<file path="src/rtl/assert_macros.svh">
// Assertion macros used by the top level of the maze backtracker.
`ifndef ASSERT_MACROS_SVH
`define ASSERT_MACROS_SVH

`ifndef NO_ASSERTIONS

// Same-cycle implication, checked outside reset.
`define GMB_ASSERT_IMPLY(lbl, clk_s, rstn_s, ante, cons, msg) \
  lbl: assert property (@(posedge clk_s) disable iff (!(rstn_s)) (ante) |-> (cons)) \
    else $error(msg);

// Next-cycle implication, checked outside reset.
`define GMB_ASSERT_NEXT(lbl, clk_s, rstn_s, ante, cons, msg) \
  lbl: assert property (@(posedge clk_s) disable iff (!(rstn_s)) (ante) |=> (cons)) \
    else $error(msg);

`else

`define GMB_ASSERT_IMPLY(lbl, clk_s, rstn_s, ante, cons, msg)
`define GMB_ASSERT_NEXT(lbl, clk_s, rstn_s, ante, cons, msg)

`endif

`endif

</file>
<file path="src/rtl/gmb_pkg.sv">
// Shared constants, codes and controller/datapath interface types of the maze backtracker.
`default_nettype none

package gmb_pkg;

  localparam int MAX_ROWS  = 32;
  localparam int MAX_COLS  = 32;
  localparam int NUM_CELLS = MAX_ROWS * MAX_COLS;

  localparam int ROW_W  = 5;
  localparam int COL_W  = 5;
  localparam int CELL_W = $clog2(NUM_CELLS);
  localparam int LVL_W  = CELL_W + 1;
  localparam int CFG_W  = 6;
  localparam int WALL_W = 4;
  localparam int DIR_W  = 2;

  // Directions, also the bit position of the matching wall.
  localparam logic [DIR_W-1:0] DIR_TOP    = 2'd0;
  localparam logic [DIR_W-1:0] DIR_RIGHT  = 2'd1;
  localparam logic [DIR_W-1:0] DIR_BOTTOM = 2'd2;
  localparam logic [DIR_W-1:0] DIR_LEFT   = 2'd3;

  localparam logic ACT_START = 1'b0;
  localparam logic ACT_STEP  = 1'b1;

  localparam logic REG_ROWS = 1'b0;
  localparam logic REG_COLS = 1'b1;

  localparam logic [CFG_W-1:0] CFG_RESET = 6'd20;

  typedef struct packed {
    logic load;      // latch the accepted item
    logic sweep;     // clear one visited entry and set its walls
    logic seed;      // mark and push the start cell
    logic pop;       // read the stack top, drop the level
    logic take_cur;  // capture the popped cell
    logic probe_rd;  // read the visited bit of the current neighbor
    logic next_k;    // move to the next shuffled direction
    logic carve1;
    logic carve2;
    logic carve3;
    logic emit;      // load the output register
  } gmb_cmd_t;

  typedef struct packed {
    logic is_step;
    logic start_ok;
    logic stack_empty;
    logic sweep_last;
    logic probe_ok;
    logic probe_last;
    logic vis_hit;
    logic out_free;
  } gmb_sts_t;

endpackage

`default_nettype wire

</file>
<file path="src/rtl/gmb_ctrl.sv">
// Controller state machine of the maze backtracker.
`default_nettype none

module gmb_ctrl (
  input  logic              clk,
  input  logic              rst_n,
  input  logic              in_tvalid,
  output logic              in_tready,
  input  gmb_pkg::gmb_sts_t sts,
  output gmb_pkg::gmb_cmd_t cmd
);

  typedef enum logic [3:0] {
    S_IDLE,
    S_SWEEP,
    S_SEED,
    S_POP,
    S_LOAD_CUR,
    S_PROBE,
    S_CHECK,
    S_CARVE1,
    S_CARVE2,
    S_CARVE3,
    S_EMIT
  } state_t;

  state_t state_r, state_nxt;

  assign in_tready = (state_r == S_IDLE);

  always_comb begin
    state_nxt = state_r;
    cmd       = '0;
    case (state_r)
      S_IDLE: begin
        if (in_tvalid) begin
          cmd.load = 1'b1;
          if (!sts.is_step) begin
            state_nxt = sts.start_ok ? S_SWEEP : S_EMIT;
          end else begin
            state_nxt = sts.stack_empty ? S_EMIT : S_POP;
          end
        end
      end
      S_SWEEP: begin
        cmd.sweep = 1'b1;
        if (sts.sweep_last) begin
          state_nxt = S_SEED;
        end
      end
      S_SEED: begin
        cmd.seed  = 1'b1;
        state_nxt = S_EMIT;
      end
      S_POP: begin
        cmd.pop   = 1'b1;
        state_nxt = S_LOAD_CUR;
      end
      S_LOAD_CUR: begin
        cmd.take_cur = 1'b1;
        state_nxt    = S_PROBE;
      end
      S_PROBE: begin
        // Out-of-grid directions are skipped without a memory read.
        if (sts.probe_ok) begin
          cmd.probe_rd = 1'b1;
          state_nxt    = S_CHECK;
        end else if (sts.probe_last) begin
          state_nxt = S_EMIT;
        end else begin
          cmd.next_k = 1'b1;
        end
      end
      S_CHECK: begin
        if (!sts.vis_hit) begin
          state_nxt = S_CARVE1;
        end else if (sts.probe_last) begin
          state_nxt = S_EMIT;
        end else begin
          cmd.next_k = 1'b1;
          state_nxt  = S_PROBE;
        end
      end
      S_CARVE1: begin
        cmd.carve1 = 1'b1;
        state_nxt  = S_CARVE2;
      end
      S_CARVE2: begin
        cmd.carve2 = 1'b1;
        state_nxt  = S_CARVE3;
      end
      S_CARVE3: begin
        cmd.carve3 = 1'b1;
        state_nxt  = S_EMIT;
      end
      S_EMIT: begin
        if (sts.out_free) begin
          cmd.emit  = 1'b1;
          state_nxt = S_IDLE;
        end
      end
      default: begin
        state_nxt = S_IDLE;
      end
    endcase
  end

  always_ff @(posedge clk) begin
    if (!rst_n) begin
      state_r <= S_IDLE;
    end else begin
      state_r <= state_nxt;
    end
  end

endmodule

`default_nettype wire

</file>
<file path="config.mk">
export PLATFORM = sky130hd
export DESIGN_NAME = gmb_ctrl
export DESIGN_NICKNAME = d
export VERILOG_FILES = /design/src/rtl/assert_macros.svh /design/src/rtl/gmb_pkg.sv /design/src/rtl/gmb_ctrl.sv
export SDC_FILE = /design/constraint.sdc
export NUM_CORES = 1
export LEC_CHECK = 0
export BUFFER_PORTS_ARGS = -buffer_cell sky130_fd_sc_hd__buf_2
export CAP_MARGIN = 20
export CORE_MARGIN = 1
export CORE_UTILIZATION = 30
export DETAILED_ROUTE_END_ITERATION = 8
export GPL_TIMING_DRIVEN = 0
export PLACE_DENSITY_LB_ADDON = 0.1
export SYNTH_ARGS = -nofsm -noshare
export SYNTH_HDL_FRONTEND = slang
export SYNTH_SLANG_ARGS = --single-unit
</file>
<file path="constraint.sdc">
create_clock -name clk -period 1.9 [get_ports clk]
set_input_delay 0.38 -clock clk [delete_from_list [all_inputs] [get_ports clk]]
set_output_delay 0.38 -clock clk [all_outputs]
set_load 0.1 [all_outputs]
</file>
==> results.json, run 1 <==
{
  "path_depth": 6,
  "syn_area_um2": 449,
  "largest_reg_flops": 4,
  "num_vias": 580,
  "htree_levels": 1,
  "pre_cts_ws_ps": 58.9,
  "setup_violations": 0,
  "holdCritStartpoint": "rst_n",
  "synth.area.top_cells": "dfxtp_1 18%, a21oi_1 4.5%, nor3_1 4.5%",
  "critPathMaxStageDelay_ps": 310,
  "reg2reg_depth": 4,
  "path_cells": "buf_6 -> inv_2 -> nand2_1 -> o22ai_1 -> nor4bb_4 -> buf_6",
  "drc_errors": 0,
  "path_clk_slew_ps": 40,
  "cts.hold.buffers_added": 0,
  "max-slew-margin-rel_pct": 59.1,
  "hold_viol": 0,
  "r2r_end": "state_r[1]$_SDFFE_PN0P_",
  "avgSynthCellArea_um2": 6.91,
  "coreArea_mm2": 0.00135,
  "die-height_um": 40.7,
  "routed_via_density": 5.52,
  "synth_top_area_share_pct": 17.8,
  "gr-max-usage-layer": "met2",
  "min_path_type": "in -> reg",
  "area_growth_pct": 63.8,
  "timing.rr.start": "state_r[2]$_SDFFE_PN0P_",
  "diodes": 0,
  "layout.nets": 103,
  "grt_pass1_vias": 461,
  "post-synth-top-area-cell": "dfxtp_1",
  "cts_setup_buffers": 0,
  "grt_use_met2_pct": 28.2,
  "numPortBuffers": 22,
  "finClkSkew_ps": 2.79,
  "wirelength_um": 1300,
  "crit_path_frequent_cell": "buf_6",
  "wl_per_cell_um": 12.3,
  "hpwl_um": 1030,
  "top_regs": "state_r (4)",
  "antenna_found_initial": 0,
  "grt_usage_pct": 17.9,
  "tritoncts": "done",
  "cp_num_buf_inv": 3,
  "post-route-period-util_pct": 95.9,
  "cts_sinks": 4,
  "cts_root_buf": "clkbuf_4",
  "fin_hold_ws_ps": 416,
  "ys_seq_area_share_pct": 17.8,
  "crit_type": "reg -> out",
  "arrival_ps": 1440,
  "synth.distinct_cells": 30,
  "worst-path-max-fanout": 10,
  "critPathLaunchType": "register",
  "status": "complete, no violations",
  "critPathTopFamily": "buffers and inverters",
  "fillers": 143,
  "grt_pass1_wl_um": 2010,
  "ys_ff_latch": 4,
  "crit_slowest_cell": "dfxtp_1",
  "synth_flop_cell": "dfxtp_1",
  "worstMarginPinSlew_ps": 605,
  "syn_inst": 65,
  "maxCapViolations": 0,
  "start_util_pct": 33.3,
  "regMostFlops": "state_r",
  "final_cell_mix": "14 x buf_2, 5 x buf_6, 5 x nand2_1, 5 x clkbuf_4",
  "met3_usage_pct": 0,
  "synth_edf_count": 0,
  "startpoint": "state_r[1]$_SDFFE_PN0P_",
  "post-route-min-period_ps": 1820,
  "ioPinCount": 23,
  "ff2ff_setup_slack_ps": 370,
  "yosysWarnings": 0,
  "endpoint": "cmd[4]",
  "ant_nets": 0,
  "overflow": 0,
  "grt_max_degree": 11,
  "chipWidth_um": 40.7,
  "drt_iter0_markers": 15,
  "fmax_ghz": 0.549,
  "finalMaxSlewViolations": 0,
  "ys_async_sr_fraction_pct": 0,
  "clk-insertion-delay-late_ps": 230,
  "die_area_mm2": 0.00166,
  "drt_pre_antenna_iters": 4,
  "rows": 13,
  "synth.net_count": 76,
  "clk_path_buf_depth": 2,
  "grt_setup_unrepaired": "no",
  "routabilityCongestion": 0.834,
  "final_common_cell": "buf_2",
  "worst_slack_ps": 78.6,
  "required_ps": 1520,
  "drive_gt1_share_pct": 46.7,
  "grtUsageMet1_pct": 25.6,
  "cp-end-kind": "output port",
  "cts-buffers-inserted": 3
}
metrics by stage:
step	setup TNS [ps]	std cells	utilization (%)	cell area, µm²
after global placement	0	102	49.9	673
after detailed placement	0	102	49.9	673
after CTS	0	105	53.1	717
final	0	105	54.5	736
after floorplan	-1630	65	-	544
after global routing	0	105	54.5	736
cells in the mapped netlist, drive strengths merged (2+ instances only):
| cell type | count |
|---|---|
| a21boi | 2 |
| a21oi | 4 |
| a221oi | 2 |
| and3 | 2 |
| buf | 3 |
| dfxtp | 4 |
| inv | 4 |
| nand2 | 5 |
| nand2b | 3 |
| nand3 | 3 |
| nor2 | 4 |
| nor2b | 3 |
| nor3 | 4 |
| nor4b | 2 |
| o21a | 2 |
| o21ai | 4 |
layer usage:
layer  vias up  share of wire [%]  routed length, µm
li1        296                  -                  -
met1       267                 48                620
met2        17                 48                625
met3         0                3.8                 49
met4         0                  0                  0
met5         -                  0                  0
worst register-to-register path: stages (launching register included):
cell and delay, ps:
dfxtp_2 400, nand2b_1 190, or4_4 550, a21o_1 170
o311a_1 110
worst min-delay path by stage:
stage | endpoint | depth (start not counted) | slack (ps)
3_5_place_dp | state_r[3]$_SDFFE_PN0P_ | 3 | 650
3_3_place_gp | state_r[3]$_SDFFE_PN0P_ | 3 | 650
6_report | state_r[3]$_SDFFE_PN0P_ | 3 | 420
2_1_floorplan | state_r[3]$_SDFFE_PN0P_ | 2 | 490
5_1_grt | state_r[0]$_SDFFE_PN0P_ | 2 | 430
4_1_cts | state_r[3]$_SDFFE_PN0P_ | 3 | 410
final cells by class:
cell class	instances	area, µm²	share of cell area, %
Buffer	4	45.0	6.12
Clock buffer	3	22.5	3.06
Inverter	4	15.0	2.04
Multi-Input combinational cell	53	408	55.4
Sequential cell	4	85.1	11.6
Tap cell	15	18.8	2.55
Timing Repair Buffer	22	141	19.2
logic make-up (layout without fill, tap and decap cells):
family	count (synthesis)	count (layout)	share of synthesized area, %
AND/OR/NAND/NOR	32	32	41.8
multiplexers	1	1	2.23
AO/OA/AOI/OAI	20	20	30.6
buffers and inverters	8	33	7.52
flip-flops	4	4	17.8
timing repair:
| item | in CTS | in global routing |
|---|---|---|
| endpoints found under the setup margin | 6 | 7 |
| pin swaps | 0 | 1 |
| resized for setup | 8 | 7 |
Power of run 1 is not shown: default switching activity piles up to over one toggle a cycle in this logic, so the estimate is an artifact.
==> run 2: changes to the inputs <==
PLACE_DENSITY = 0.62   (was unset)
PLACE_DENSITY_LB_ADDON = unset   (was 0.1)
clock period = 1.7 ns   (was 1.9 ns; I/O delays follow)
==> results.json, run 2 (synthesized netlist as in run 1, its figures left out) <==
{
  "drive_gt1_share_pct": 58.8,
  "wirelength_um": 1450,
  "worstMarginPinSlew_ps": 534,
  "routabilityCongestion": 0.876,
  "post-route-period-util_pct": 102,
  "die_area_mm2": 0.00166,
  "finClkSkew_ps": 2.42,
  "clk-insertion-delay-late_ps": 230,
  "hold_viol": 0,
  "chipWidth_um": 40.7,
  "fillers": 113,
  "coreArea_mm2": 0.00135,
  "cts.hold.buffers_added": 0,
  "overflow": 0,
  "grt_pass1_vias": 472,
  "critPathMaxStageDelay_ps": 360,
  "grt_pass1_wl_um": 1950,
  "path_cells": "buf_8 -> nor4_4 -> and2_4 -> buf_12",
  "antenna_found_initial": 0,
  "placed_cells": 102,
  "htree_levels": 1,
  "diodes": 0,
  "cp_num_buf_inv": 2,
  "final_cell_mix": "10 x buf_2, 9 x buf_6, 8 x buf_4, 4 x a21oi_1, 4 x o21ai_0",
  "grt_setup_unrepaired": "yes",
  "min_path_type": "in -> reg",
  "ant_nets": 0,
  "top_regs": "state_r (4)",
  "path_clk_slew_ps": 30,
  "fin_setup_tns_ps": -57.6,
  "numPortBuffers": 22,
  "start_util_pct": 33.3,
  "tritoncts": "done",
  "setup_violations": 2,
  "drc_errors": 0,
  "post-route-min-period_ps": 1730,
  "area_growth_pct": 98.6,
  "maxCapViolations": 0,
  "regMostFlops": "state_r",
  "critPathTopFamily": "simple AND/OR/NAND/NOR gates",
  "crit_slowest_cell": "dfxtp_4",
  "largest_reg_flops": 4,
  "final_common_cell": "buf_2",
  "grt_usage_pct": 17.5,
  "crit_type": "reg -> out",
  "required_ps": 1360,
  "worst-path-max-fanout": 8,
  "drt_iter0_markers": 15,
  "ioPinCount": 23,
  "worst_slack_ps": -32.9,
  "max-slew-margin-rel_pct": 63.9,
  "critPathLaunchType": "register",
  "rows": 13,
  "num_vias": 610,
  "finalMaxSlewViolations": 0,
  "status": "complete, but fails checks",
  "drt_pre_antenna_iters": 2,
  "fmax_ghz": 0.577,
  "grt_max_degree": 11,
  "cts_root_buf": "clkbuf_4",
  "cts_sinks": 4,
  "wl_per_cell_um": 12.9,
  "cp-end-kind": "output port",
  "violations": "setup timing",
  "layout.cells.non_filler": 112,
  "routed_via_density": 5.45,
  "hpwl_um": 1050,
  "layout.nets": 110,
  "clk_path_buf_depth": 2,
  "cts-buffers-inserted": 3,
  "arrival_ps": 1390,
  "die-height_um": 40.7
}
-- run 2: changes by cell type in the layout (fill, tap and decap cells not counted), moves of 2 or more --
| cell | change |
|---|---|
| nand2_1 | -2 |
| nor2_1 | -2 |
| buf_2 | -4 |
| buf_8 | +2 |
| nand2_2 | +2 |
| buf_4 | +4 |
| buf_6 | +4 |
| buf_12 | +2 |
| clkbuf_4 | -2 |
| dfxtp_2 | +2 |
| dfxtp_1 | -2 |
-- run 2: worst paths after layout --
path / from / endpoint / slack, ps / cells past startpoint
setup / recovery: state_r[0]$_SDFFE_PN0P_ / cmd[10] / -30 / 4
hold / removal: rst_n / state_r[0]$_SDFFE_PN0P_ / 380 / 2
setup reg to reg: state_r[2]$_SDFFE_PN0P_ / state_r[1]$_SDFFE_PN0P_ / 180 / 4
hold reg to reg: state_r[0]$_SDFFE_PN0P_ / state_r[3]$_SDFFE_PN0P_ / 640 / 3
-- run 2: final cells by class --
type                            count  area [µm²]  area share (%)
Multi-Input combinational cell     53         430            48.2
Timing Repair Buffer               29         255            28.6
Sequential cell                     4        87.6            9.82
Buffer                              4        55.1            6.17
Clock buffer                        3        22.5            2.52
Inverter                            4        22.5            2.52
Tap cell                           15        18.8            2.10
-- run 2: metal layers --
| metal | track usage (%) | part of all wire [%] | vias to the layer above |
|---|---|---|---|
| li1 | - | - | 307 |
| met4 | 5.00 | 0 | 0 |
| met2 | 31.0 | 52 | 11 |
| met1 | 22.2 | 46 | 292 |
| met5 | 0 | 0 | - |
| met3 | 1.63 | 1.9 | 0 |
-- run 2: what timing repair did --
action / in CTS / in global routing
pin swaps: 4 / 2
resized for setup: 32 / 11
gates cloned: 0 / 0
endpoints found under the setup margin: 12 / 9
buffers inserted: 5 / 2
-- run 2: stage by stage --
step / cell area (µm²) / hold WS, ps / setup WS (ps) / util, %
final: 892 / 382 / -32.9 / 66.1
after CTS: 838 / 371 / -64.5 / 62.1
after floorplan: 551 / 449 / -761 / -
after global placement: 679 / 606 / -80.5 / 50.3
after global routing: 892 / 388 / -105 / 66.1
after detailed placement: 679 / 614 / -81.8 / 50.3
-- run 2: worst reg2reg max path, delay by kind of cell, from the launching register on --
kind,cells,cell delay [ps]
DFF,1,390
AOI/OAI and AO/OA,2,280
and+or+nand+nor,2,730
Power of run 2 is left out for the same reason.
==> run 3: changes to the inputs <==
CORE_ASPECT_RATIO = 0.9   (was unset)
MAX_ROUTING_LAYER = met4   (was unset)
==> results.json, run 3 (synthesized netlist as in run 1, its figures left out) <==
{
  "start_util_pct": 34.4,
  "grt_max_degree": 11,
  "leakagePower_nw": 0.428,
  "worstMarginPinSlew_ps": 580,
  "routed_via_density": 5.79,
  "worst_slack_ps": -63.7,
  "clk_path_buf_depth": 2,
  "final_cell_mix": "11 x buf_6, 11 x buf_4, 10 x buf_2",
  "critPathLaunchType": "register",
  "violations": "setup timing",
  "die_area_mm2": 0.00166,
  "p_per_area_mw_per_mm2": 2310,
  "hold_viol": 0,
  "required_ps": 1360,
  "num_vias": 672,
  "top_regs": "state_r (4)",
  "drt_iter0_markers": 21,
  "hpwl_um": 1070,
  "min_path_type": "in -> reg",
  "wirelength_um": 1790,
  "wl_per_cell_um": 15.4,
  "antenna_found_initial": 0,
  "layout.nets": 115,
  "finalPower_mw": 2.21,
  "numPortBuffers": 22,
  "place_area_um2": 678,
  "die-height_um": 38.7,
  "cts_sinks": 4,
  "routabilityCongestion": 0.813,
  "post-route-period-util_pct": 104,
  "path_clk_slew_ps": 40,
  "status": "complete, but fails checks",
  "rows": 12,
  "fmax_ghz": 0.567,
  "finClkSkew_ps": 5.99,
  "vdd_ir_drop_max_uv": 1460,
  "worst-path-max-fanout": 7,
  "finalMaxSlewViolations": 0,
  "grt_usage_pct": 23.5,
  "diodes": 0,
  "crit_type": "reg -> out",
  "cp-end-kind": "output port",
  "drc_errors": 0,
  "fin_area_um2": 955,
  "grt_pass1_wl_um": 2750,
  "ioPinCount": 23,
  "arrival_ps": 1420,
  "placed_cells": 101,
  "maxCapViolations": 0,
  "tritoncts": "done",
  "max-slew-margin-rel_pct": 60.8,
  "setup_violations": 3,
  "grt_pass1_vias": 576,
  "htree_levels": 1,
  "ant_nets": 0,
  "grt_setup_unrepaired": "yes",
  "drt_pre_antenna_iters": 5,
  "cts_root_buf": "clkbuf_4",
  "regMostFlops": "state_r",
  "drive_gt1_share_pct": 59.8,
  "postLayoutCoreUtil_pct": 73.1,
  "post-route-min-period_ps": 1760,
  "clk-insertion-delay-late_ps": 240,
  "chipWidth_um": 42.8,
  "area_growth_pct": 113,
  "layout.cells.non_filler": 116,
  "overflow": 0,
  "fillers": 102,
  "largest_reg_flops": 4,
  "cts-buffers-inserted": 3,
  "coreArea_mm2": 0.00131
}
run 3: cell types whose count changed in the layout (fill, tap and decap cells not counted), sizes merged:
cell    previous run  this run
bufbuf             0         1
clkbuf             4         3
buf               32        37
run 3: layout make-up:
type	instances	area, µm²	share of cell area, %
Buffer	4	52.6	5.50
Inverter	4	17.5	1.83
Clock buffer	3	22.5	2.36
Sequential cell	4	90.1	9.44
Timing Repair Buffer	34	327	34.2
Multi-Input combinational cell	53	428	44.8
Tap cell	14	17.5	1.83
run 3: through the flow:
step / worst slack (ps) / hold WS, ps / TNS (ps)
6_report: -63.7 / 359 / -128
5_1_grt: -138 / 363 / -384
4_1_cts: -64.9 / 352 / -175
3_5_place_dp: -73.4 / 607 / -234
3_3_place_gp: -79.8 / 607 / -216
2_1_floorplan: -761 / 449 / -2590
run 3: power by group:
group / internal [mW] / switching (mW)
Clock: 0.0790 / 0.0405
Combinational: 0.766 / 1.10
Sequential: 0.150 / 0.0719
run 3: path summary, 6_finish.rpt:
path | to | startpoint | slack (ps) | cells past startpoint
setup / recovery | cmd[10] | state_r[0]$_SDFFE_PN0P_ | -60 | 4
hold / removal | state_r[0]$_SDFFE_PN0P_ | rst_n | 360 | 2
setup reg to reg | state_r[1]$_SDFFE_PN0P_ | state_r[1]$_SDFFE_PN0P_ | 190 | 5
hold reg to reg | state_r[3]$_SDFFE_PN0P_ | state_r[0]$_SDFFE_PN0P_ | 650 | 3
run 3: metal layers:
metal | up-vias | GRT usage [%] | share of wire (%)
met5 | - | - | 0
met4 | 0 | 2.34 | 0.45
met3 | 4 | 5.61 | 5.2
met2 | 31 | 38.6 | 51
met1 | 314 | 30.4 | 43
li1 | 323 | - | -
run 3: repair_timing:
action	in CTS	in global routing
hold buffers	0	0
setup endpoints to repair	12	11
gates resized for setup	35	10
pin swaps	4	3
buffers inserted	9	1
gates cloned	2	0
run 3: worst max-delay path: stages (launching register included):
cell and delay, ps:
dfxtp_4 370, buf_8 140, nor4_4 310, and2_4 200, buf_12 160
Note: power is estimated with default switching activity, not from simulation.
